### src/design/ncrm_pkg.sv
`timescale 1ns / 1ps
package ncrm_pkg;

	localparam int DATA_WIDTH_DEF = 48;
	localparam int FRAC_BITS_DEF  = 24;
	localparam int TOL_W          = 25;
	localparam int ITER_W         = 8;

	localparam logic [TOL_W-1:0]  TOL_RESET   = 25'd1;
	localparam logic [ITER_W-1:0] LIMIT_RESET = 8'd100;

	localparam logic REG_TOL   = 1'b0;
	localparam logic REG_LIMIT = 1'b1;

	localparam logic [1:0] ST_CONV    = 2'd0;
	localparam logic [1:0] ST_LIMIT   = 2'd1;
	localparam logic [1:0] ST_ZERO_DF = 2'd2;

	typedef enum logic [4:0] {
		OP_NONE,
		OP_MUL_XX,
		OP_MUL_XXX,
		OP_MUL_3X,
		OP_MUL_3XX,
		OP_FX_A,
		OP_FX_B,
		OP_DFX,
		OP_DIV_D,
		OP_NEG,
		OP_UPD,
		OP_NUM,
		OP_DEN1,
		OP_DEN2,
		OP_DEN3,
		OP_MZERO,
		OP_DIV_M,
		OP_OUT
	} op_t;

	typedef struct packed {
		op_t        op;
		logic [1:0] code;
	} cmd_t;

	typedef struct packed {
		logic done;
		logic dfx_zero;
		logic den_zero;
		logic cont;
		logic lim_hit;
	} sts_t;

endpackage

### src/design/ncrm_div.sv
`timescale 1ns / 1ps
module ncrm_div #(
	parameter int DATA_WIDTH = 48,
	parameter int FRAC_BITS  = 24
) (
	input  logic                           clk,
	input  logic                           arst_n,
	input  logic                           start,
	input  logic [DATA_WIDTH-1:0]          a_mag,
	input  logic [DATA_WIDTH-1:0]          b_mag,
	output logic                           done,
	output logic [DATA_WIDTH+FRAC_BITS-1:0] quo
);
	localparam int W  = DATA_WIDTH;
	localparam int QW = DATA_WIDTH + FRAC_BITS;
	localparam int CNT_W = $clog2(QW + 1);

	logic [W:0]       rem_q;
	logic [QW-1:0]    dv_q;
	logic [QW-1:0]    quo_q;
	logic [W-1:0]     b_q;
	logic [CNT_W-1:0] cnt_q;
	logic             busy_q;
	logic             done_q;
	logic [W:0]       r2;
	logic             ge;

	assign r2   = {rem_q[W-1:0], dv_q[QW-1]};
	assign ge   = r2 >= {1'b0, b_q};
	assign done = done_q;
	assign quo  = quo_q;

	always_ff @(posedge clk or negedge arst_n) begin
		if (!arst_n) begin
			busy_q <= 1'b0;
			done_q <= 1'b0;
			cnt_q  <= '0;
		end else begin
			done_q <= 1'b0;
			if (start) begin
				busy_q <= 1'b1;
				cnt_q  <= CNT_W'(QW);
			end else if (busy_q) begin
				cnt_q <= cnt_q - 1'b1;
				if (cnt_q == CNT_W'(1)) begin
					busy_q <= 1'b0;
					done_q <= 1'b1;
				end
			end
		end
	end

	always_ff @(posedge clk) begin
		if (start) begin
			rem_q <= '0;
			dv_q  <= {a_mag, {FRAC_BITS{1'b0}}};
			quo_q <= '0;
			b_q   <= b_mag;
		end else if (busy_q) begin
			rem_q <= ge ? (r2 - {1'b0, b_q}) : r2;
			quo_q <= {quo_q[QW-2:0], ge};
			dv_q  <= {dv_q[QW-2:0], 1'b0};
		end
	end

endmodule

### src/design/ncrm_dp.sv
`timescale 1ns / 1ps
module ncrm_dp
	import ncrm_pkg::*;
#(
	parameter int DATA_WIDTH = DATA_WIDTH_DEF,
	parameter int FRAC_BITS  = FRAC_BITS_DEF
) (
	input  logic                  clk,
	input  logic                  arst_n,
	input  logic                  load,
	input  logic [DATA_WIDTH-1:0] start_x,
	input  cmd_t                  cmd,
	input  logic [TOL_W-1:0]      tol,
	input  logic [ITER_W-1:0]     limit,
	output sts_t                  st,
	output logic [DATA_WIDTH-1:0] root_x,
	output logic [DATA_WIDTH-1:0] multiplicity,
	output logic                  mult_valid,
	output logic [ITER_W-1:0]     iterations,
	output logic [1:0]            status
);
	localparam int W     = DATA_WIDTH;
	localparam int F     = FRAC_BITS;
	localparam int NCH   = (W + 15) / 16;
	localparam int YW    = 16 * NCH;
	localparam int PW    = W + YW;
	localparam int QW    = W + F;
	localparam int XW    = (PW > QW) ? PW : QW;
	localparam int CW    = (W > TOL_W) ? W : TOL_W;
	localparam int MC_W  = $clog2(NCH + 1);
	localparam int KW    = W + F + 2;

	localparam logic [W-1:0]  MAXU = {1'b0, {(W-1){1'b1}}};
	localparam logic [W-1:0]  MINV = {1'b1, {(W-1){1'b0}}};
	localparam logic [XW-1:0] MAXX = XW'(MAXU);
	localparam logic [KW-1:0] MAXK = KW'(MAXU);
	localparam logic [KW-1:0] K3   = KW'(3) << F;
	localparam logic [KW-1:0] K2   = KW'(2) << F;
	localparam logic [W-1:0]  THREE = (K3 > MAXK) ? MAXU : K3[W-1:0];
	localparam logic [W-1:0]  TWO   = (K2 > MAXK) ? MAXU : K2[W-1:0];

	typedef enum logic [1:0] {DST_XX, DST_T, DST_U, DST_V} dst_t;

	function automatic logic [W-1:0] sadd(input logic [W-1:0] a, input logic [W-1:0] b);
		logic [W:0] s;
		s = {a[W-1], a} + {b[W-1], b};
		if (s[W] != s[W-1])
			return s[W] ? MINV : MAXU;
		return s[W-1:0];
	endfunction

	function automatic logic [W-1:0] ssub(input logic [W-1:0] a, input logic [W-1:0] b);
		logic [W:0] s;
		s = {a[W-1], a} - {b[W-1], b};
		if (s[W] != s[W-1])
			return s[W] ? MINV : MAXU;
		return s[W-1:0];
	endfunction

	function automatic logic [W-1:0] mag(input logic [W-1:0] a);
		return a[W-1] ? (~a + 1'b1) : a;
	endfunction

	function automatic logic [W-1:0] sat_mag(input logic neg, input logic [XW-1:0] m);
		logic [W-1:0] lo;
		lo = m[W-1:0];
		if (!neg)
			return (m > MAXX) ? MAXU : lo;
		if (m > MAXX + 1'b1)
			return MINV;
		return ~lo + 1'b1;
	endfunction

	logic [W-1:0] x_q, x0_q, x1_q, x2_q, xx_q, t_q, u_q, v_q, d_q, m_q;
	logic         mv_q;
	logic [ITER_W-1:0] n_q;
	logic         done_q;

	logic [W-1:0]    mx_q;
	logic [YW-1:0]   my_q;
	logic [PW-1:0]   acc_q;
	logic [MC_W-1:0] mcnt_q;
	logic            mbusy_q;
	logic            mneg_q;
	dst_t            mdst_q;
	logic [W+15:0]   pp;
	logic [W-1:0]    mres;

	logic            dbusy_q;
	logic            dneg_q;
	logic            ddst_q;
	logic            div_start;
	logic [W-1:0]    div_a, div_b;
	logic            div_done;
	logic [QW-1:0]   div_quo;
	logic [W-1:0]    dres;

	logic            mul_start;
	logic [W-1:0]    mul_a, mul_b;
	dst_t            mul_dst;
	logic [W-1:0]    xsum;

	logic [W-1:0] root_q, mout_q;
	logic         mvout_q;
	logic [ITER_W-1:0] iter_q;
	logic [1:0]   stat_q;

	assign pp   = (W+16)'(mx_q) * (W+16)'(my_q[YW-1 -: 16]);
	assign mres = sat_mag(mneg_q, XW'(acc_q >> F));
	assign dres = sat_mag(dneg_q, XW'(div_quo));
	assign xsum = sadd(x_q, d_q);

	always_comb begin
		mul_start = 1'b1;
		mul_a     = x_q;
		mul_b     = x_q;
		mul_dst   = DST_XX;
		case (cmd.op)
			OP_MUL_XX: begin
				mul_dst = DST_XX;
			end
			OP_MUL_XXX: begin
				mul_a   = xx_q;
				mul_dst = DST_T;
			end
			OP_MUL_3X: begin
				mul_a   = THREE;
				mul_dst = DST_U;
			end
			OP_MUL_3XX: begin
				mul_a   = THREE;
				mul_b   = xx_q;
				mul_dst = DST_V;
			end
			default: begin
				mul_start = 1'b0;
			end
		endcase
	end

	assign div_start = (cmd.op == OP_DIV_D) || (cmd.op == OP_DIV_M);
	assign div_a     = (cmd.op == OP_DIV_D) ? t_q : t_q;
	assign div_b     = v_q;

	ncrm_div #(
		.DATA_WIDTH(DATA_WIDTH),
		.FRAC_BITS (FRAC_BITS)
	) u_div (
		.clk   (clk),
		.arst_n(arst_n),
		.start (div_start),
		.a_mag (mag(div_a)),
		.b_mag (mag(div_b)),
		.done  (div_done),
		.quo   (div_quo)
	);

	always_ff @(posedge clk or negedge arst_n) begin
		if (!arst_n) begin
			done_q  <= 1'b0;
			mbusy_q <= 1'b0;
			dbusy_q <= 1'b0;
			mcnt_q  <= '0;
			n_q     <= '0;
		end else begin
			done_q <= 1'b0;
			if (load)
				n_q <= '0;
			if (mul_start) begin
				mbusy_q <= 1'b1;
				mcnt_q  <= MC_W'(NCH);
			end else if (mbusy_q) begin
				if (mcnt_q == '0) begin
					mbusy_q <= 1'b0;
					done_q  <= 1'b1;
				end else begin
					mcnt_q <= mcnt_q - 1'b1;
				end
			end
			if (div_start)
				dbusy_q <= 1'b1;
			else if (dbusy_q && div_done) begin
				dbusy_q <= 1'b0;
				done_q  <= 1'b1;
			end
			case (cmd.op)
				OP_FX_A, OP_FX_B, OP_DFX, OP_NEG, OP_NUM, OP_DEN1, OP_DEN2,
				OP_DEN3, OP_MZERO: begin
					done_q <= 1'b1;
				end
				OP_UPD: begin
					done_q <= 1'b1;
					n_q    <= n_q + 1'b1;
				end
				default: begin
				end
			endcase
		end
	end

	always_ff @(posedge clk) begin
		if (load) begin
			x_q  <= start_x;
			x0_q <= start_x;
			x1_q <= start_x;
			x2_q <= start_x;
		end
		if (mul_start) begin
			mx_q   <= mag(mul_a);
			my_q   <= YW'(mag(mul_b)) << (YW - W);
			acc_q  <= '0;
			mneg_q <= mul_a[W-1] ^ mul_b[W-1];
			mdst_q <= mul_dst;
		end else if (mbusy_q) begin
			if (mcnt_q == '0) begin
				case (mdst_q)
					DST_XX: xx_q <= mres;
					DST_T:  t_q  <= mres;
					DST_U:  u_q  <= mres;
					DST_V:  v_q  <= mres;
					default: xx_q <= mres;
				endcase
			end else begin
				acc_q <= (acc_q << 16) + PW'(pp);
				my_q  <= my_q << 16;
			end
		end
		if (div_start) begin
			dneg_q <= div_a[W-1] ^ div_b[W-1];
			ddst_q <= (cmd.op == OP_DIV_M);
		end else if (dbusy_q && div_done) begin
			if (ddst_q) begin
				m_q  <= dres;
				mv_q <= 1'b1;
			end else begin
				d_q <= dres;
			end
		end
		case (cmd.op)
			OP_FX_A: t_q <= ssub(t_q, u_q);
			OP_FX_B: t_q <= ssub(t_q, TWO);
			OP_DFX:  v_q <= ssub(v_q, THREE);
			OP_NEG:  d_q <= ssub('0, d_q);
			OP_UPD: begin
				x_q  <= xsum;
				x0_q <= x1_q;
				x1_q <= x2_q;
				x2_q <= xsum;
			end
			OP_NUM:  t_q <= ssub(x0_q, x1_q);
			OP_DEN1: u_q <= sadd(x1_q, x1_q);
			OP_DEN2: v_q <= ssub(x0_q, u_q);
			OP_DEN3: v_q <= sadd(v_q, x2_q);
			OP_MZERO: begin
				m_q  <= '0;
				mv_q <= 1'b0;
			end
			OP_OUT: begin
				root_q  <= x_q;
				mout_q  <= m_q;
				mvout_q <= mv_q;
				iter_q  <= n_q;
				stat_q  <= cmd.code;
			end
			default: begin
			end
		endcase
	end

	assign st.done     = done_q;
	assign st.dfx_zero = (v_q == '0);
	assign st.den_zero = (v_q == '0);
	assign st.cont     = (CW'(mag(d_q)) > CW'(tol)) && (n_q < limit);
	assign st.lim_hit  = (n_q >= limit);

	assign root_x       = root_q;
	assign multiplicity = mout_q;
	assign mult_valid   = mvout_q;
	assign iterations   = iter_q;
	assign status       = stat_q;

	a_one_unit: assert property (@(posedge clk) disable iff (!arst_n)
		!(mbusy_q && dbusy_q))
		else $error("multiplier and divider busy together");

	a_load_clears_count: assert property (@(posedge clk) disable iff (!arst_n)
		load |=> (n_q == '0))
		else $error("step count not cleared on load");

endmodule

### src/design/ncrm_ctrl.sv
`timescale 1ns / 1ps
module ncrm_ctrl
	import ncrm_pkg::*;
(
	input  logic clk,
	input  logic arst_n,
	input  logic in_valid,
	output logic in_ready,
	output logic out_valid,
	input  logic out_ready,
	input  sts_t st,
	output cmd_t cmd
);
	typedef enum logic [4:0] {
		S_IDLE, S_XX, S_XXX, S_3X, S_FXA, S_FXB, S_3XX, S_DFX, S_DIVD, S_NEG,
		S_UPD, S_NUM, S_DEN1, S_DEN2, S_DEN3, S_MZ, S_DIVM, S_FIN, S_OUTW
	} state_t;

	state_t state_q;
	cmd_t   cmd_q;
	logic   issued_q;
	logic   zdf_q;
	logic   out_valid_q;
	op_t    op_cur;

	always_comb begin
		case (state_q)
			S_XX:    op_cur = OP_MUL_XX;
			S_XXX:   op_cur = OP_MUL_XXX;
			S_3X:    op_cur = OP_MUL_3X;
			S_FXA:   op_cur = OP_FX_A;
			S_FXB:   op_cur = OP_FX_B;
			S_3XX:   op_cur = OP_MUL_3XX;
			S_DFX:   op_cur = OP_DFX;
			S_DIVD:  op_cur = OP_DIV_D;
			S_NEG:   op_cur = OP_NEG;
			S_UPD:   op_cur = OP_UPD;
			S_NUM:   op_cur = OP_NUM;
			S_DEN1:  op_cur = OP_DEN1;
			S_DEN2:  op_cur = OP_DEN2;
			S_DEN3:  op_cur = OP_DEN3;
			S_MZ:    op_cur = OP_MZERO;
			S_DIVM:  op_cur = OP_DIV_M;
			default: op_cur = OP_NONE;
		endcase
	end

	always_ff @(posedge clk or negedge arst_n) begin
		if (!arst_n) begin
			state_q     <= S_IDLE;
			cmd_q       <= '{op: OP_NONE, code: ST_CONV};
			issued_q    <= 1'b0;
			zdf_q       <= 1'b0;
			out_valid_q <= 1'b0;
		end else begin
			cmd_q.op <= OP_NONE;
			if (out_valid_q && out_ready)
				out_valid_q <= 1'b0;
			if (op_cur != OP_NONE) begin
				if (!issued_q) begin
					cmd_q.op <= op_cur;
					issued_q <= 1'b1;
				end else if (st.done) begin
					issued_q <= 1'b0;
					case (state_q)
						S_XX:   state_q <= S_XXX;
						S_XXX:  state_q <= S_3X;
						S_3X:   state_q <= S_FXA;
						S_FXA:  state_q <= S_FXB;
						S_FXB:  state_q <= S_3XX;
						S_3XX:  state_q <= S_DFX;
						S_DFX: begin
							if (st.dfx_zero) begin
								zdf_q   <= 1'b1;
								state_q <= S_NUM;
							end else begin
								state_q <= S_DIVD;
							end
						end
						S_DIVD: state_q <= S_NEG;
						S_NEG:  state_q <= S_UPD;
						S_UPD:  state_q <= st.cont ? S_XX : S_NUM;
						S_NUM:  state_q <= S_DEN1;
						S_DEN1: state_q <= S_DEN2;
						S_DEN2: state_q <= S_DEN3;
						S_DEN3: state_q <= st.den_zero ? S_MZ : S_DIVM;
						default: state_q <= S_FIN;
					endcase
				end
			end else begin
				case (state_q)
					S_IDLE: begin
						if (in_valid) begin
							zdf_q   <= 1'b0;
							state_q <= S_XX;
						end
					end
					S_FIN: begin
						if (!out_valid_q || out_ready) begin
							cmd_q.op   <= OP_OUT;
							cmd_q.code <= zdf_q ? ST_ZERO_DF :
								(st.lim_hit ? ST_LIMIT : ST_CONV);
							state_q    <= S_OUTW;
						end
					end
					S_OUTW: begin
						out_valid_q <= 1'b1;
						state_q     <= S_IDLE;
					end
					default: state_q <= S_IDLE;
				endcase
			end
		end
	end

	assign in_ready  = (state_q == S_IDLE);
	assign out_valid = out_valid_q;
	assign cmd       = cmd_q;

	a_done_after_issue: assert property (@(posedge clk) disable iff (!arst_n)
		st.done |-> issued_q)
		else $error("datapath done without a pending command");

	a_out_slot_free: assert property (@(posedge clk) disable iff (!arst_n)
		(state_q == S_OUTW) |-> !out_valid_q)
		else $error("result loaded over a pending transaction");

	a_out_cmd_state: assert property (@(posedge clk) disable iff (!arst_n)
		(cmd_q.op == OP_OUT) |-> (state_q == S_OUTW))
		else $error("output load outside of output state");

endmodule

### src/design/newton_cubic_root_multiplicity.sv
`timescale 1ns / 1ps
// Each Newton step runs four serial multiplies in 16-bit chunks, one restoring divide and five
// ALU ops; after the last step come the multiplicity tail and the output load.
// Throughput: one transaction at a time; the next is accepted after the result is loaded.
// Reset: arst_n clears control state; step_tolerance resets to 1, iteration_limit to 100.
module newton_cubic_root_multiplicity
	import ncrm_pkg::*;
#(
	parameter int DATA_WIDTH = DATA_WIDTH_DEF,
	parameter int FRAC_BITS  = FRAC_BITS_DEF
) (
	input  logic                  clk,
	input  logic                  arst_n,
	input  logic                  in_valid,
	output logic                  in_ready,
	input  logic [DATA_WIDTH-1:0] start_x,
	output logic                  out_valid,
	input  logic                  out_ready,
	output logic [DATA_WIDTH-1:0] root_x,
	output logic [DATA_WIDTH-1:0] multiplicity,
	output logic                  mult_valid,
	output logic [ITER_W-1:0]     iterations,
	output logic [1:0]            status,
	input  logic                  psel,
	input  logic                  penable,
	input  logic                  pwrite,
	input  logic [2:0]            paddr,
	input  logic [31:0]           pwdata,
	output logic [31:0]           prdata,
	output logic                  pready
);
	logic [TOL_W-1:0]  tol_q;
	logic [ITER_W-1:0] limit_q;
	logic              in_acc;
	cmd_t              cmd;
	sts_t              st;

	assign pready = 1'b1;
	assign in_acc = in_valid && in_ready;

	always_ff @(posedge clk or negedge arst_n) begin
		if (!arst_n) begin
			tol_q   <= TOL_RESET;
			limit_q <= LIMIT_RESET;
		end else if (psel && penable && pwrite) begin
			if (paddr[2] == REG_TOL)
				tol_q <= pwdata[TOL_W-1:0];
			else
				limit_q <= pwdata[ITER_W-1:0];
		end
	end

	assign prdata = (paddr[2] == REG_LIMIT) ? 32'(limit_q) : 32'(tol_q);

	ncrm_ctrl u_ctrl (
		.clk      (clk),
		.arst_n   (arst_n),
		.in_valid (in_valid),
		.in_ready (in_ready),
		.out_valid(out_valid),
		.out_ready(out_ready),
		.st       (st),
		.cmd      (cmd)
	);

	ncrm_dp #(
		.DATA_WIDTH(DATA_WIDTH),
		.FRAC_BITS (FRAC_BITS)
	) u_dp (
		.clk         (clk),
		.arst_n      (arst_n),
		.load        (in_acc),
		.start_x     (start_x),
		.cmd         (cmd),
		.tol         (tol_q),
		.limit       (limit_q),
		.st          (st),
		.root_x      (root_x),
		.multiplicity(multiplicity),
		.mult_valid  (mult_valid),
		.iterations  (iterations),
		.status      (status)
	);

endmodule

### config.mk
export PLATFORM = sky130hd
export DESIGN_NAME = newton_cubic_root_multiplicity
export DESIGN_NICKNAME = d
export VERILOG_FILES = /design/src/design/ncrm_pkg.sv /design/src/design/ncrm_div.sv /design/src/design/ncrm_dp.sv /design/src/design/ncrm_ctrl.sv /design/src/design/newton_cubic_root_multiplicity.sv
export SDC_FILE = /design/constraint.sdc
export NUM_CORES = 2
export LEC_CHECK = 0
export BUFFER_PORTS_ARGS = -buffer_cell sky130_fd_sc_hd__buf_2
export CAP_MARGIN = 20
export CORE_UTILIZATION = 65
export DETAILED_ROUTE_END_ITERATION = 7
export HOLD_SLACK_MARGIN = 0.08
export PLACE_DENSITY = 0.79
export RECOVER_POWER = 100
export SKIP_LAST_GASP = 1
export SLEW_MARGIN = 5
export SYNTH_ARGS = -nofsm -noshare
export SYNTH_HDL_FRONTEND = slang
export SYNTH_SLANG_ARGS = --single-unit
### constraint.sdc
create_clock -name clk -period 10.95 [get_ports clk]
set_input_delay 1.6425 -clock clk [delete_from_list [all_inputs] [get_ports clk]]
set_output_delay 1.6425 -clock clk [all_outputs]
set_load 0.01 [all_outputs]
* After elaboration in Yosys (flattened, before gate mapping) *
Memory sizes are Yosys's and may differ from the RTL's.
Cells that the tools add are included.

word-level totals
  input bits = 90
  memories kept = 1
  logic and storage cells = 342
  memory bits (read-only) = 160
  output and inout port bits = 142
  register bits = 1023

operators by class
  $add $sub $neg = 21
  order comparisons = 8
  bitwise logic cells = 14
  equality and inequality tests = 58
  mux-type cells = 149
  reductions and logical operators = 46
  multiply operators = 1

memory list
  memory            words  width  rd ports  clocked after memory_dff  wr ports  RTL line         text
  (name not given)  32     5      1         0                         0         ncrm_ctrl.sv:27  case (state_q)

operators by type and width
  cell                                                                    count
  48-bit 2-to-1 mux                                                       66
  48-bit by 1-bit adder with 48-bit output, second input constant         7
  48-bit NOT                                                              7
  48-bit one-hot mux with 3 select lines                                  2
  48-bit by 48-bit adder with 49-bit output                               3
  48-bit by 48-bit subtractor with 49-bit output                          3
  72-bit by 47-bit > comparator with 1-bit output, second input constant  2
  72-bit by 48-bit > comparator with 1-bit output, second input constant  2
  72-bit 2-to-1 mux                                                       2
  48-bit by 27-bit subtractor with 49-bit output, second input constant   2
  96-bit by 64-bit adder with 96-bit output                               1
  48-bit one-hot mux with 2 select lines                                  1
  47-bit 2-to-1 mux                                                       2
  5-bit by 4-bit == test with 1-bit output, second input constant         15
  5-bit one-hot mux with 14 select lines                                  1
  48-bit by 16-bit multiplier with 64-bit output                          1
  1-bit 2-to-1 mux                                                        52
  49-bit by 48-bit greater-or-equal comparator with 1-bit output          1
  1-bit by 48-bit subtractor with 49-bit output, first input constant     1
  48-bit by 25-bit > comparator with 1-bit output                         1
  48-bit logical NOT                                                      1
  48-bit subtractor                                                       1
  5-bit by 3-bit == test with 1-bit output, second input constant         8
  5-bit 2-to-1 mux                                                        8
  other kinds (41)                                                        107

* Logic depth before layout (Yosys ltp) *
  depth after elaboration = 11
  depth in mapped cells = 28
  mapped depth without buffers = 25

* Cells and area by module *
From an unflattened synthesis, not the netlist that was laid out.

unflattened totals
  cell total of the unflattened synthesis = 11045
  area total of the unflattened synthesis = 95730.6 um2

by module, submodules not included
  module                          sequential area each (um2)  times used  cells each  area each (um2)
  ncrm_dp                         21005.1                     1           9670        81530.7
  ncrm_div                        5510.3                      1           1160        11573.6
  newton_cubic_root_multiplicity  830.8                       1           109         1626.6
  ncrm_ctrl                       375.4                       1           106         999.7

* Worst setup path after synthesis *
Ideal clock, no wire load.

  path kind = reg2reg
  start = register u_dp.my_q[47]
  end = register u_dp.acc_q[92]
  library setup time = 0.132 ns
  cell stages (with the launch flop) = 27
  clock period less this slack = 7.198 ns
  data required time = 10.818 ns
  setup slack = 3.752 ns
  arrival = 7.065 ns
  path buffers = 4
  path through = edfxtp_1 -> clkbuf_1 -> clkbuf_1 -> nand2_1 -> fa_1 -> inv_1 -> fa_1 -> fa_1 -> fa_1 -> inv_1 -> fa_1 -> fa_1 -> inv_1 -> ha_1 -> clkbuf_1 -> a21o_1 -> a21o_1 -> a21oi_1 -> o21ai_0 -> a21o_1 -> or3_1 -> o211a_1 -> a221oi_1 -> clkbuf_1 -> nor4_1 -> xnor2_1 -> a21oi_1

between the ends
  longest elaborated chain between the ends = 2

RTL lines
  what                                            RTL line        text
  from (decl)                                     ncrm_dp.sv:80   logic [YW-1:0] my_q;
  from (signal assigned)                          ncrm_dp.sv:210  my_q <= YW'(mag(mul_b)) << (YW - W);
  from (signal assigned)                          ncrm_dp.sv:225  my_q <= my_q << 16;
  48-bit by 16-bit multiplier with 64-bit output  ncrm_dp.sv:108  assign pp = (W+16)'(mx_q) * (W+16)'(my_q[YW-1 -: 16]);
  96-bit by 64-bit adder with 96-bit output       ncrm_dp.sv:224  acc_q <= (acc_q << 16) + PW'(pp);
  to (signal assigned)                            ncrm_dp.sv:224
  to (decl)                                       ncrm_dp.sv:81   logic [PW-1:0] acc_q;

Every way passes these cells.
A chain may end at the register's enable or synchronous reset.

* Final worst setup path *
  start = register u_dp.acc_q[24]
  end = register u_dp.xx_q[41], data pin

between the ends
  longest elaborated chain between the ends = 6
  elaborated cells between the ends (all ways) = 11
  classes of those cells = add/sub: 1; order compare: 2; mux: 7; bitwise: 1

RTL lines
  what                                             RTL line        text
  72-bit by 47-bit > comparator with 1-bit output  ncrm_dp.sv:68   return (m > MAXX) ? MAXU : lo;
  48-bit 2-to-1 mux                                ncrm_dp.sv:68
  48-bit 2-to-1 mux                                ncrm_dp.sv:67   if (!neg)
  48-bit 2-to-1 mux                                ncrm_dp.sv:69   if (m > MAXX + 1'b1)
  48-bit 2-to-1 mux                                ncrm_dp.sv:71   return ~lo + 1'b1;
  48-bit 2-to-1 mux *                              ncrm_dp.sv:69
  via u_dp.mres[41]                                ncrm_dp.sv:87   logic [W-1:0] mres;
  to (signal assigned)                             ncrm_dp.sv:217  DST_XX: xx_q <= mres;
  to (signal assigned)                             ncrm_dp.sv:221  default: xx_q <= mres;
  to (decl)                                        ncrm_dp.sv:74   logic [W-1:0] x_q, x0_q, x1_q, x2_q, xx_q, t_q, u_q, v_q, d_q, m_q;

The timed path passes the listed nets; every way through them passes the cells marked *. The select of a mux whose other input is x is not followed.

==> summary by stage <==
Final layout
The post-route standard cell area excluding fillers is 101,400 um2. The synthesis-to-finish area growth is 6.424%. In the layout the commonest cells are 1,377 x sky130_fd_sc_hd__nand2_1, 1,238 x sky130_fd_sc_hd__inv_1, 871 x sky130_fd_sc_hd__o21ai_0. Cells with a size suffix above 1 make up 4.415% of the layout. Leaving out fill and tap cells, the most frequent cell in the layout is sky130_fd_sc_hd__nand2_1. The net count reported at finish is 12.26k.

The filler cells instantiated in the layout total 11.52k.

Route
Summing over every cut layer, the via total after detailed routing is 86.84k. The remaining routing DRC violations is 0. In the final routed layout, each cell accounts on average for 26.51 um. The DRC violation total after the first TritonRoute iteration is 10.69k. Summed over all layers, the routed wires come to 345,200 um.

The detailed-routing iteration count for the pre-antenna-repair pass is 8. The average via count per standard cell is 6.668. In this run the remaining antenna-violating nets after routing total 0.

Clocking
In this run the post-CTS setup repair buffer count came out at 0. Counting along the longest clock path gives a buffer depth of 3. The clock net sink count is 1,023.

The hold buffer count at cts is 0. The count of instances resized after the clock tree is built is 0. The H-tree generated during clock tree synthesis spans 3 levels. The clock transition at the registers of the reported paths is 0.07 ns. The clock network latency to the later pin of the worst-skew pair is 0.81 ns. In this run, CTS created clock tree buffers numbering 113. CTS placed an instance of sky130_fd_sc_hd__clkbuf_16 at the clock tree root.

The clock tree from TritonCTS is built.

Yosys
The Yosys step of the flow raised 0 warnings. For this run, asynchronously set or reset flops after synthesis account for 6.843%. For this run, the leading register cell type out of synthesis is sky130_fd_sc_hd__edfxtp_1.

In this run the mean area of a mapped cell was 8.585 um2. The portion of the post-synthesis area used by sequential elements is 29.10%. The number of distinct standard cells referenced by the synthesized netlist is 100. The number of enable-type register cells in the synthesized netlist is 688. After synthesis the netlist holds a flip-flop and latch count of 1,023. In the synthesized netlist, the number of instances is 11.10k. The mapped netlist covers 95,260 um2.

STA
For the pin with the worst max-slew slack, the measured transition is 4.907 ns. Setup repair after global routing left no endpoint under its margin. The fmax is 104.4 MHz. Setup violations remaining at the end of the flow were counted as 0. The max-slew violation count is 1,928. The clock period could shrink to 9.576 ns. The final hold violation count is 0.

The headroom to the max-slew limit is -231.3%. The final period utilization is 87.45%. The worst-case clock skew is 0.09417 ns. Adding up every negative setup slack in the final design gives 0 ns.

Floorplanning
The floorplan has 140 rows. The die is 384.8 um wide. The vertical die dimension is 384.8 um. The initial standard-cell utilization of the core is 65.44%. The die covers 148,100 um2. The number of primary I/O pins is 232.

After floorplanning, the core was sized to cover 145,600 um2.

Worst setup path
The category of the most critical setup path is reg -> reg. Measured in cells, the most critical reg-to-reg path has a length of 9. The nature of the critical path endpoint is a register.

The startpoint type of the worst setup path is a register. Setup slack on the worst reg-to-reg path comes out at 1.37 ns. The worst register-to-register path ends at u_dp.xx_q[41]. The worst reg2reg path startpoint is u_dp.acc_q[24]. For the worst setup path, the data arrival time is 9.45 ns. At the worst endpoint, the required time is 10.82 ns. The maximum fanout encountered on the critical timing path is 16.

Min path
The launch point of the worst hold path is u_dp.m_q[35]. The worst min-delay path endpoint is u_dp.multiplicity[35]. The cell depth of the worst hold path is 0.

The kind of path behind the tightest hold check is reg -> reg.

Global routing
Global routing used 45.84% of the available tracks across all layers. The initial antenna violation count is 31. The pin count of the biggest net entering global routing is 105.

The first global-routing pass estimated 508,600 um of wire. The via count of the first global-routing pass is 83.20k. Global routing finished with a remaining overflow of 0.

Run status
The checks that failed: max-capacitance violations, max-slew violations. The flow ran to the end, but the final reports show violations.

Place
Once placement finished, the instance area stood at 98,020 um2. The count of input and output buffers is 214. The last weighted congestion value of the routability-driven placer is 1.098. The sum of net half-perimeters after detailed placement is 261,100 um.

Job
Across the run, the number of max-cap violations was 59.
## per-stage QoR
step | worst slack, ns | utilization [%] | cells | hold slack [ns]
after floorplan | 3.752 | - | 11100 | 0.4081
after global placement | 2.153 | 67.31 | 12770 | 0.4124
after detailed placement | 1.955 | 67.34 | 12780 | 0.4139
after CTS | 2.003 | 70.14 | 12990 | 0.4296
after global routing | 1.361 | 69.60 | 13000 | 0.4368
final | 1.374 | 69.65 | 13020 | 0.4306
## critical path: stages, from the launching register on
cell and delay [ns]:
sky130_fd_sc_hd__dfxtp_1 0.52, sky130_fd_sc_hd__inv_1 0.35, sky130_fd_sc_hd__ha_1 0.32, sky130_fd_sc_hd__or3b_2 0.49
sky130_fd_sc_hd__or4_1 0.63, sky130_fd_sc_hd__nand4b_1 0.31, sky130_fd_sc_hd__o41ai_1 0.70, sky130_fd_sc_hd__and2_0 0.85
sky130_fd_sc_hd__nand2_1 0.60, sky130_fd_sc_hd__o311ai_0 3.91
## synth_stat cells, drive strengths merged, types with 74 or more instances
cell    count  area [um2]
nor3      196       986.0
or3        83       521.8
dfxtp     265        5305
o31ai      76       570.6
ha        499        6243
fa        696       13930
and3       74       462.9
mux2i     140        1401
and2      288        1802
a21oi     765        3829
nand2    1380        5185
nand2b     77       481.7
a211oi    144        1081
nand4      96       600.6
nor4       94       624.3
clkbuf    583        2188
edfxtp    688       20660
nor2      767        2882
a31oi     124       775.7
nand3     158       790.8
a21o      253        1899
xor2      255        2233
xnor2     373        3267
inv      1241        4658
o21ai     879        4403
## cell type report
type / count / area (um2) / share of cell area (%)
repair buffers: 391 / 1892 / 1.866
flip-flops and latches: 1023 / 27730 / 27.35
clock buffers: 142 / 3154 / 3.111
diodes: 31 / 77.57 / 0.07652
clock inverters: 70 / 928.4 / 0.9158
well taps: 1917 / 2399 / 2.366
multi-input cells: 8208 / 60540 / 59.72
inverters: 1242 / 4664 / 4.601
## sequential cells by signal (all words and copies together), names as in the netlist, 7 cells and up
signal,flops
u_dp.x2_q,48
tol_q,25
u_dp.x0_q,48
u_dp.d_q,48
u_dp.mx_q,48
u_dp.u_div.rem_q,48
u_dp.xx_q,48
u_dp.n_q,8
u_ctrl.cmd,7
u_dp.u_q,48
u_dp.div_b,48
u_dp.u_div.dv_q,48
u_dp.acc_q,96
limit_q,8
u_dp.iterations,8
u_dp.my_q,48
u_dp.x1_q,48
u_dp.multiplicity,48
u_dp.u_div.cnt_q,7
u_dp.root_x,48
u_dp.div_a,48
u_dp.u_div.b_q,48
u_dp.m_q,48
u_dp.u_div.quo,72
## how the worst max path moves through the flow
stage	to	start	slack, ns
CTS	u_dp.acc_q[87]	u_dp.my_q[38]	2.00
detailed placement	u_dp.acc_q[87]	u_dp.my_q[38]	1.95
floorplan	u_dp.acc_q[92]	u_dp.my_q[47]	3.75
finish	u_dp.xx_q[41]	u_dp.acc_q[24]	1.37
global route	u_dp.acc_q[87]	u_dp.my_q[38]	1.36
global placement	u_dp.acc_q[81]	u_dp.my_q[38]	2.15
## cells by family after synthesis
group           Yosys count  synth area share, %
simple gates           3426                16.72
compound gates         2766                17.79
buf+inv                1871                7.430
fa+ha+maj              1196                21.19
flops                  1023                29.10
xor+xnor                628                5.774
mux                     184                1.991
other cells               2             0.007884
## metal layers
metal  vias to the layer above  global-route usage [%]  routed length, um
li1                      37810                       -                  -
met1                     41580                   55.20             120300
met2                      5872                   69.95             149900
met3                      1558                   13.97              44700
met4                        18                   32.78              30240
met5                         -                       0                115
Power is not shown: default switching activity piles up to over one toggle a cycle in this logic, so the estimate is an artifact.
